[src/hw/rtl/servo_status_packet_parser_assert.svh]
// Assertion macros for the servo status packet parser.
// Expects clk_i and rst_ni in the scope where a macro is used.
`ifndef SERVO_STATUS_PACKET_PARSER_ASSERT_SVH
`define SERVO_STATUS_PACKET_PARSER_ASSERT_SVH

// Implication in the same cycle.
`define SSP_ASSERT_NOW(lbl, ante, cons) \
  lbl: assert property (@(posedge clk_i) disable iff (!rst_ni) (ante) |-> (cons)) \
    else $error("servo status parser: same-cycle check failed");

// Implication in the next cycle.
`define SSP_ASSERT_NEXT(lbl, ante, cons) \
  lbl: assert property (@(posedge clk_i) disable iff (!rst_ni) (ante) |=> (cons)) \
    else $error("servo status parser: next-cycle check failed");

`endif

[src/hw/rtl/ssp_pkg.sv]
// Shared types and constants of the servo status packet parser.
// Used by ssp_cfg_regs, ssp_frame and servo_status_packet_parser.
`default_nettype none

package ssp_pkg;

  localparam int unsigned MaxParamBytes = 2;
  localparam int unsigned ParamIdxW     = 2;
  localparam int unsigned HuntLimit     = 10;

  localparam logic [7:0] HeaderByte    = 8'hFF;
  localparam logic [7:0] BroadcastId   = 8'hFE;
  localparam logic [7:0] StatusOnlyLen = 8'd2;

  localparam int unsigned CfgIdxW  = 3;
  localparam int unsigned CfgDataW = 10;
  localparam int unsigned ValueW   = 17;
  localparam int unsigned OutDataW = 40;

  typedef enum logic [CfgIdxW-1:0] {
    REG_EXPECTED_ID = 3'd0,
    REG_PARAM_LEN   = 3'd1,
    REG_BYTE_ORDER  = 3'd2,
    REG_SIGN_MODE   = 3'd3,
    REG_TIMEOUT_MS  = 3'd4
  } reg_idx_e;

  typedef enum logic [1:0] {
    SIGN_RAW    = 2'd0,
    SIGN_BIT15  = 2'd1,
    SIGN_BIT10  = 2'd2,
    SIGN_UNUSED = 2'd3
  } sign_mode_e;

  typedef enum logic [2:0] {
    ST_OK          = 3'd0,
    ST_NO_HEADER   = 3'd1,
    ST_TIMEOUT     = 3'd2,
    ST_ID_MISMATCH = 3'd3,
    ST_BAD_LENGTH  = 3'd4,
    ST_CHECKSUM    = 3'd5
  } status_e;

  typedef enum logic [5:0] {
    PH_HUNT  = 6'b000001,
    PH_ID    = 6'b000010,
    PH_LEN   = 6'b000100,
    PH_ERR   = 6'b001000,
    PH_PARAM = 6'b010000,
    PH_SUM   = 6'b100000
  } phase_e;

  typedef struct packed {
    logic [7:0] expected_id;
    logic [1:0] param_len;
    logic       byte_order;
    logic [1:0] sign_mode;
    logic [9:0] timeout_ms;
  } cfg_t;

  typedef struct packed {
    logic [2:0]               status;
    logic [7:0]               src_id;
    logic [7:0]               error_byte;
    logic signed [ValueW-1:0] value;
  } res_t;

endpackage

`default_nettype wire

[src/hw/rtl/ssp_cfg_regs.sv]
// Configuration registers of the servo status packet parser.
// Depends on ssp_pkg for register indexes and the cfg_t struct.
`default_nettype none

module ssp_cfg_regs (
  input  wire logic                         clk_i,
  input  wire logic                         rst_ni,
  input  wire logic                         cfg_we_i,
  input  wire logic [ssp_pkg::CfgIdxW-1:0]  cfg_idx_i,
  input  wire logic [ssp_pkg::CfgDataW-1:0] cfg_wdata_i,
  output ssp_pkg::cfg_t                     cfg_o
);

  ssp_pkg::cfg_t cfg_q, cfg_d;

  always_comb begin
    cfg_d = cfg_q;
    if (cfg_we_i) begin
      unique case (cfg_idx_i)
        ssp_pkg::REG_EXPECTED_ID: cfg_d.expected_id = cfg_wdata_i[7:0];
        ssp_pkg::REG_PARAM_LEN:   cfg_d.param_len   = cfg_wdata_i[1:0];
        ssp_pkg::REG_BYTE_ORDER:  cfg_d.byte_order  = cfg_wdata_i[0];
        ssp_pkg::REG_SIGN_MODE:   cfg_d.sign_mode   = cfg_wdata_i[1:0];
        ssp_pkg::REG_TIMEOUT_MS:  cfg_d.timeout_ms  = cfg_wdata_i[9:0];
        default: ;
      endcase
    end
  end

  always_ff @(posedge clk_i or negedge rst_ni) begin
    if (!rst_ni) begin
      cfg_q.expected_id <= 8'd1;
      cfg_q.param_len   <= 2'd2;
      cfg_q.byte_order  <= 1'b0;
      cfg_q.sign_mode   <= ssp_pkg::SIGN_BIT15;
      cfg_q.timeout_ms  <= 10'd100;
    end else begin
      cfg_q <= cfg_d;
    end
  end

  assign cfg_o = cfg_q;

endmodule

`default_nettype wire

[src/hw/rtl/ssp_frame.sv]
// Frame state machine of the servo status packet parser: header hunt,
// field capture, checksum, checks and value decoding. Depends on ssp_pkg.
`default_nettype none

module ssp_frame (
  input  wire logic          clk_i,
  input  wire logic          rst_ni,
  input  wire logic          step_i,
  input  wire logic          opcode_i,
  input  wire logic [7:0]    rx_byte_i,
  input  wire ssp_pkg::cfg_t cfg_i,
  output logic               res_valid_o,
  output ssp_pkg::res_t      res_o
);

  ssp_pkg::phase_e phase_q, phase_d;
  logic [3:0]  hunt_cnt_q, hunt_cnt_d;
  logic        last_ff_q, last_ff_d;
  logic [7:0]  frame_id_q, frame_id_d;
  logic [7:0]  frame_len_q, frame_len_d;
  logic [7:0]  frame_err_q, frame_err_d;
  logic [7:0]  param0_q, param0_d;
  logic [7:0]  param1_q, param1_d;
  logic [ssp_pkg::ParamIdxW-1:0] param_idx_q, param_idx_d;
  logic [7:0]  sum_q, sum_d;
  logic [9:0]  idle_q, idle_d;

  logic [1:0]  param_cnt;
  logic [10:0] idle_inc;
  logic [7:0]  sum_add;
  logic [3:0]  hunt_inc;
  logic        emit;
  ssp_pkg::res_t res;

  function automatic logic signed [ssp_pkg::ValueW-1:0] build_value(
    input logic [1:0] n, input logic [7:0] p0, input logic [7:0] p1,
    input logic order, input logic [1:0] mode);
    logic [15:0] w;
    logic [15:0] mag;
    logic        neg;
    begin
      if (n == 2'd1) begin
        w = {8'd0, p0};
      end else if (order) begin
        w = {p0, p1};
      end else begin
        w = {p1, p0};
      end
      neg = 1'b0;
      mag = w;
      if (mode == ssp_pkg::SIGN_BIT15 && w[15]) begin
        neg = 1'b1;
        mag = {1'b0, w[14:0]};
      end else if (mode == ssp_pkg::SIGN_BIT10 && w[10]) begin
        neg = 1'b1;
        mag = {w[15:11], 1'b0, w[9:0]};
      end
      if (n == 2'd0) begin
        build_value = '0;
      end else if (neg) begin
        build_value = -$signed({1'b0, mag});
      end else begin
        build_value = $signed({1'b0, mag});
      end
    end
  endfunction

  assign param_cnt = (cfg_i.param_len > 2'(ssp_pkg::MaxParamBytes)) ?
                     2'(ssp_pkg::MaxParamBytes) : cfg_i.param_len;
  assign idle_inc  = {1'b0, idle_q} + 11'd1;
  assign sum_add   = sum_q + rx_byte_i;
  assign hunt_inc  = hunt_cnt_q + 4'd1;

  always_comb begin
    phase_d     = phase_q;
    hunt_cnt_d  = hunt_cnt_q;
    last_ff_d   = last_ff_q;
    frame_id_d  = frame_id_q;
    frame_len_d = frame_len_q;
    frame_err_d = frame_err_q;
    param0_d    = param0_q;
    param1_d    = param1_q;
    param_idx_d = param_idx_q;
    sum_d       = sum_q;
    idle_d      = idle_q;
    emit        = 1'b0;
    res         = '0;

    if (opcode_i) begin
      if (!(phase_q == ssp_pkg::PH_HUNT && hunt_cnt_q == 4'd0 && !last_ff_q)) begin
        if (idle_inc > {1'b0, cfg_i.timeout_ms}) begin
          emit       = 1'b1;
          res.status = ssp_pkg::ST_TIMEOUT;
        end else begin
          idle_d = idle_inc[9:0];
        end
      end
    end else begin
      idle_d = '0;
      unique case (phase_q)
        ssp_pkg::PH_HUNT: begin
          if (last_ff_q && rx_byte_i == ssp_pkg::HeaderByte) begin
            phase_d    = ssp_pkg::PH_ID;
            hunt_cnt_d = '0;
            last_ff_d  = 1'b0;
          end else begin
            last_ff_d  = (rx_byte_i == ssp_pkg::HeaderByte);
            hunt_cnt_d = hunt_inc;
            if (hunt_inc > 4'(ssp_pkg::HuntLimit)) begin
              emit       = 1'b1;
              res.status = ssp_pkg::ST_NO_HEADER;
            end
          end
        end
        ssp_pkg::PH_ID: begin
          frame_id_d = rx_byte_i;
          sum_d      = rx_byte_i;
          phase_d    = ssp_pkg::PH_LEN;
        end
        ssp_pkg::PH_LEN: begin
          frame_len_d = rx_byte_i;
          sum_d       = sum_add;
          phase_d     = ssp_pkg::PH_ERR;
        end
        ssp_pkg::PH_ERR: begin
          frame_err_d = rx_byte_i;
          sum_d       = sum_add;
          param_idx_d = '0;
          phase_d     = (param_cnt == 2'd0) ? ssp_pkg::PH_SUM : ssp_pkg::PH_PARAM;
        end
        ssp_pkg::PH_PARAM: begin
          if (param_idx_q == 2'd0) begin
            param0_d = rx_byte_i;
          end else if (param_idx_q == 2'd1) begin
            param1_d = rx_byte_i;
          end
          sum_d       = sum_add;
          param_idx_d = param_idx_q + 2'd1;
          if (param_idx_d >= param_cnt) begin
            phase_d = ssp_pkg::PH_SUM;
          end
        end
        ssp_pkg::PH_SUM: begin
          emit       = 1'b1;
          res.src_id = frame_id_q;
          if (cfg_i.param_len == 2'd0 && cfg_i.expected_id != ssp_pkg::BroadcastId &&
              frame_id_q != cfg_i.expected_id) begin
            res.status = ssp_pkg::ST_ID_MISMATCH;
          end else if (cfg_i.param_len == 2'd0 && frame_len_q != ssp_pkg::StatusOnlyLen) begin
            res.status = ssp_pkg::ST_BAD_LENGTH;
          end else if (~sum_q != rx_byte_i) begin
            res.status = ssp_pkg::ST_CHECKSUM;
          end else begin
            res.status     = ssp_pkg::ST_OK;
            res.error_byte = frame_err_q;
            res.value      = build_value(param_cnt, param0_q, param1_q,
                                         cfg_i.byte_order, cfg_i.sign_mode);
          end
        end
        default: begin
          phase_d = ssp_pkg::PH_HUNT;
        end
      endcase
    end

    if (emit) begin
      phase_d     = ssp_pkg::PH_HUNT;
      hunt_cnt_d  = '0;
      last_ff_d   = 1'b0;
      frame_id_d  = '0;
      frame_len_d = '0;
      frame_err_d = '0;
      param0_d    = '0;
      param1_d    = '0;
      param_idx_d = '0;
      sum_d       = '0;
      idle_d      = '0;
    end
  end

  always_ff @(posedge clk_i or negedge rst_ni) begin
    if (!rst_ni) begin
      phase_q     <= ssp_pkg::PH_HUNT;
      hunt_cnt_q  <= '0;
      last_ff_q   <= 1'b0;
      frame_id_q  <= '0;
      frame_len_q <= '0;
      frame_err_q <= '0;
      param0_q    <= '0;
      param1_q    <= '0;
      param_idx_q <= '0;
      sum_q       <= '0;
      idle_q      <= '0;
    end else if (step_i) begin
      phase_q     <= phase_d;
      hunt_cnt_q  <= hunt_cnt_d;
      last_ff_q   <= last_ff_d;
      frame_id_q  <= frame_id_d;
      frame_len_q <= frame_len_d;
      frame_err_q <= frame_err_d;
      param0_q    <= param0_d;
      param1_q    <= param1_d;
      param_idx_q <= param_idx_d;
      sum_q       <= sum_d;
      idle_q      <= idle_d;
    end
  end

  assign res_valid_o = emit;
  assign res_o       = res;

endmodule

`default_nettype wire

[src/hw/rtl/servo_status_packet_parser.sv]
// Servo status packet parser, top level: input word register, frame logic,
// result register and configuration registers. Depends on ssp_pkg.
// An accepted word is held in the input word register; a result that it
// completes goes to the result register. Throughput: one word per cycle,
// limited only by the result register when the master side stalls.
// Reset: rst_ni clears the input and result stages and returns the parser
// to header hunt with the configuration at its reset values.
`default_nettype none
`include "servo_status_packet_parser_assert.svh"

module servo_status_packet_parser (
  input  wire logic                         clk_i,
  input  wire logic                         rst_ni,
  input  wire logic                         cfg_we_i,
  input  wire logic [ssp_pkg::CfgIdxW-1:0]  cfg_idx_i,
  input  wire logic [ssp_pkg::CfgDataW-1:0] cfg_wdata_i,
  input  wire logic                         s_axis_tvalid,
  output logic                              s_axis_tready,
  input  wire logic [7:0]                   s_axis_tdata,  // rx_byte[7:0]
  input  wire logic                         s_axis_tuser,  // opcode[0]
  output logic                              m_axis_tvalid,
  input  wire logic                         m_axis_tready,
  // src_id[7:0], error_byte[15:8], value[32:16], zeros[39:33]
  output logic [ssp_pkg::OutDataW-1:0]      m_axis_tdata,
  output logic [2:0]                        m_axis_tuser   // status[2:0]
);

  ssp_pkg::cfg_t cfg;
  ssp_pkg::res_t res;
  ssp_pkg::res_t out_q;
  logic          res_valid;
  logic          in_valid_q;
  logic          in_opcode_q;
  logic [7:0]    in_byte_q;
  logic          out_valid_q;
  logic          advance;
  logic          out_fail;
  logic          out_no_frame;

  ssp_cfg_regs u_cfg (
    .clk_i       (clk_i),
    .rst_ni      (rst_ni),
    .cfg_we_i    (cfg_we_i),
    .cfg_idx_i   (cfg_idx_i),
    .cfg_wdata_i (cfg_wdata_i),
    .cfg_o       (cfg)
  );

  assign advance       = in_valid_q && (!out_valid_q || m_axis_tready);
  assign s_axis_tready = !in_valid_q || advance;

  always_ff @(posedge clk_i or negedge rst_ni) begin
    if (!rst_ni) begin
      in_valid_q <= 1'b0;
    end else if (s_axis_tready) begin
      in_valid_q <= s_axis_tvalid;
    end
  end

  always_ff @(posedge clk_i) begin
    if (s_axis_tvalid && s_axis_tready) begin
      in_opcode_q <= s_axis_tuser;
      in_byte_q   <= s_axis_tdata;
    end
  end

  ssp_frame u_frame (
    .clk_i       (clk_i),
    .rst_ni      (rst_ni),
    .step_i      (advance),
    .opcode_i    (in_opcode_q),
    .rx_byte_i   (in_byte_q),
    .cfg_i       (cfg),
    .res_valid_o (res_valid),
    .res_o       (res)
  );

  always_ff @(posedge clk_i or negedge rst_ni) begin
    if (!rst_ni) begin
      out_valid_q <= 1'b0;
    end else if (advance && res_valid) begin
      out_valid_q <= 1'b1;
    end else if (m_axis_tready) begin
      out_valid_q <= 1'b0;
    end
  end

  always_ff @(posedge clk_i) begin
    if (advance && res_valid) begin
      out_q <= res;
    end
  end

  assign m_axis_tvalid = out_valid_q;
  assign m_axis_tuser  = out_q.status;
  assign m_axis_tdata  = {7'd0, out_q.value, out_q.error_byte, out_q.src_id};

  assign out_fail     = m_axis_tvalid && m_axis_tuser != ssp_pkg::ST_OK;
  assign out_no_frame = m_axis_tvalid && (m_axis_tuser == ssp_pkg::ST_NO_HEADER ||
                                          m_axis_tuser == ssp_pkg::ST_TIMEOUT);

  `SSP_ASSERT_NOW(a_status_range, m_axis_tvalid, m_axis_tuser <= ssp_pkg::ST_CHECKSUM)
  `SSP_ASSERT_NOW(a_fail_no_payload, out_fail, m_axis_tdata[32:8] == 25'd0)
  `SSP_ASSERT_NOW(a_no_id_without_frame, out_no_frame, m_axis_tdata[7:0] == 8'd0)
  `SSP_ASSERT_NEXT(a_result_loads, advance && res_valid, m_axis_tvalid)

endmodule

`default_nettype wire
[config.mk]
export PLATFORM = sky130hd
export DESIGN_NAME = servo_status_packet_parser
export DESIGN_NICKNAME = d
export VERILOG_FILES = /design/src/hw/rtl/ssp_pkg.sv /design/src/hw/rtl/ssp_cfg_regs.sv /design/src/hw/rtl/ssp_frame.sv /design/src/hw/rtl/servo_status_packet_parser.sv
export VERILOG_INCLUDE_DIRS = /design/src /design/src/hw/rtl
export SDC_FILE = /design/constraint.sdc
export NUM_CORES = 1
export LEC_CHECK = 0
export ABC_AREA = 1
export BUFFER_PORTS_ARGS = -buffer_cell sky130_fd_sc_hd__buf_2
export CORE_ASPECT_RATIO = 1.5
export CORE_MARGIN = 3
export CORE_UTILIZATION = 60
export DETAILED_ROUTE_END_ITERATION = 10
export PLACE_DENSITY = 0.87
export SLEW_MARGIN = 0
export SYNTH_ARGS = -nofsm -noshare
export SYNTH_HDL_FRONTEND = slang
export SYNTH_HIERARCHICAL = 1
export SYNTH_SLANG_ARGS = --single-unit
[constraint.sdc]
create_clock -name clk_i -period 8.5 [get_ports clk_i]
set_input_delay 1.7 -clock clk_i [delete_from_list [all_inputs] [get_ports clk_i]]
set_output_delay 1.7 -clock clk_i [all_outputs]
set_load 0.03 [all_outputs]
==> metrics <==
status finished, final reports clean; die height 145.6 um; Rel. slew slack 0.3219; critical-path cell list inv_1 > nor3_1 > inv_1 > nor3_1 > inv_1 > nor2_1 > xor2_1 > inv_1 > ha_1 > and3_1 > nand2_1 > nand2_1 > nand2_1 > nand2_1 > nand3_4 > inv_1 > inv_1 > nor2_4; first-pass GRT wire length 29150 um; Final Core Density 0.6947; GPL Wtd Cong 0.8634; Routed Wire Length 17600 um; worst setup slack after layout 4248 ps; Post-CTS Setup Bufs 0; period utilization 0.5002; Post-Synthesis Cell Area 7791 um2; Netlist cell types 50; Placed Area 8139 um2; design area slightly below 9000 um2; Worst-Skew Late Latency approximately 420 ps; cts hold-fix bufs 0; max-slew violation count 0; pre-CTS setup slack 4408 ps; Critical Path End Type register; Max FO, Critical Path 37; DR vias 6406; DRC 0; CTS tree done; Synth Area per Inst 8.609 um2; number of synthesized register bits 141; Worst Hold Class reg -> reg; hold slack 458.5 ps; die width 99.04 um; GRT Total Usage 0.2511; num rows 50; number of gates resized after cts 0; DR pass1 iterations 6; top-area cell type share of the netlist area 0.2859; Area Overhead vs Synth 12.12%; antenna diode count 0; share of layout cells above drive strength 1 0.1821; Setup CP Type reg -> reg; fill cell instance count of the final layout 932; CP startpoint kind register; Max Fclk roughly 240 MHz; peak supply drop around 0.17 mV; top cells by area, synth dfrtp_1 29%, edfxtp_1 17%, nand2_1 12%; max_cap viols 0; Boundary Pins 72; Most used DFF post-synth dfrtp_1; cell count after synthesis slightly above 900; clk sink count 141; port bufs 64; CTS Root Cell clkbuf_16; Longest Clk Path Bufs 2; largest net degree at the start of global routing 83; pwr dens 295.2 nW/um2; total global routing overflow 0; Yosys warning total 6; Crit-path slowest cell nor2_4; Pleak 4.248 nW; Total Die Area ~14000 um2; Initial Util 0.6196; Avg WL per Cell 15.45 um; Worst Skew ~7.5 ps; Sum Neg Setup Slack 0 ps; Initial DRC Count 452; Post-synth EDFFs 45; RSZ-0062 raised after global routing no; asr flop ratio synth 0.6809; H-Tree Level Count 4; synth cell count leaders 245 x nand2_1, 105 x inv_1, 89 x dfrtp_1; core area 12570 um2; Synth area leader dfrtp_1; Setup Viol. Count Final 0; critical path required time 8540 ps; antenna violation net count after detailed routing 0; nets 1024; Clock transition at path regs 60 ps; DP HPWL 12170 um; TritonCTS Buffers 17; CP peak stage delay 770 ps; most common cell in the netlist nand2_1; initial antenna violation count 0; register area share after synthesis 0.4829; Final Hold Viols 0; min cycle time layout 4252 ps; Arr. time, crit path roughly 4300 ps; Worst path most repeated cell inv_1; worst slew pin tran 1017 ps; number of global-route vias before repair 6269; via/cell ratio 5.624
-- worst max-delay path, delay by kind of cell (launching register included) --
family                   cells  cell delay (ps)
AND/OR/NAND/NOR             10             2400
adder cells (fa/ha/maj)      1              280
flip-flops                   1              400
buffers and inverters        6              580
XOR/XNOR                     1              210
-- layer usage --
metal,GRT usage,up-vias,share of wire
met1,0.2797,2996,0.37
met2,0.4563,254,0.54
li1,-,3097,-
met4,0.1189,0,0.036
met3,0.04317,59,0.050
met5,0,-,0
-- cell type report --
class                   instances  area (um2)  share of cell area
well taps                     156       195.2             0.02234
inverters                     117       441.7             0.05056
flip-flops and latches        141        3762              0.4307
clock buffers                  18       429.2             0.04913
clock inverters                14       167.7             0.01919
repair buffers                 65       330.3             0.03781
multi-input cells             628        3410              0.3903
-- power breakdown --
| part | switching, mW | internal, mW | total (mW) |
|---|---|---|---|
| Combinational | 0.546 | 0.286 | 0.832 |
| Sequential | 0.125 | 0.869 | 0.994 |
| Clock | 0.292 | 0.461 | 0.753 |
-- kinds of logic after synthesis --
family / after synthesis / share of synthesized area
XOR/XNOR: 18 / 0.02023
other: 1 / 0.0004813
AO/OA/AOI/OAI: 135 / 0.1002
AND/OR/NAND/NOR: 441 / 0.2685
buffers and inverters: 142 / 0.08335
flip-flops: 141 / 0.4829
adder cells (fa/ha/maj): 27 / 0.04432
-- flip-flops by register name (all words and copies together) (netlist names) --
signal and cells:
m_axis_tdata 33, u_cfg/cfg_o 23, u_frame/idle_q 10, in_byte_q 8
u_frame/frame_err_q 8, u_frame/frame_id_q 8, u_frame/frame_len_q 8, u_frame/param0_q 8
u_frame/param1_q 8, u_frame/sum_q 8, u_frame/phase_q 6, u_frame/hunt_cnt_q 4
m_axis_tuser 3, u_frame/param_idx_q 2, in_opcode_q 1, in_valid_q 1
m_axis_tvalid 1, u_frame/last_ff_q 1
-- through the flow --
step	cells	total power, mW
final	1139	2.579
after global placement	1107	1.765
after CTS	1139	2.572
after floorplan	911	1.618
after detailed placement	1107	1.800
after global routing	1139	2.731
-- cells in the final DEF, fill, tap and decap left out, drive strengths merged --
master    synthesis  layout
clkinvlp          0       3
nor2             60      60
conb              1       7
fa                1       1
o31ai             2       2
a21o              1       1
or2               4       4
o21ai            88      88
nor4              5       5
xor2              8       8
buf              24      65
nand2           270     270
inv             116     118
and3              1       1
bufinv            0       3
nor3             13      13
ha               26      26
dfstp             7       7
nor4b             1       1
clkinv            1       7
nor3b             8       8
edfxtp           45      45
o211ai            4       4
a21oi            29      29
nand4            16      16
clkbuf            1      18
dfrtp            89      89
o21bai            1       1
xnor2            10      10
a211oi            1       1
nand3b            4       4
nand3            59      59
o21a              3       3
a31oi             1       1
o22ai             5       5
-- final timing paths --
path                                         from                      to  slack (ps)  depth (start not counted)
min in group asynchronous                  rst_ni  u_frame/frame_err_q[4]        1120                          1
worst max register to register  u_frame/idle_q[0]         m_axis_tdata[6]        4250                         18
worst min-delay path              u_cfg/cfg_o[10]         u_cfg/cfg_o[10]         460                          2
worst min register to register    u_cfg/cfg_o[10]         u_cfg/cfg_o[10]         460                          2
worst max-delay path            u_frame/idle_q[0]         m_axis_tdata[6]        4250                         18
max in group asynchronous                  rst_ni   u_frame/frame_id_q[4]        6140                          2
(Power assumes the default switching activity.)
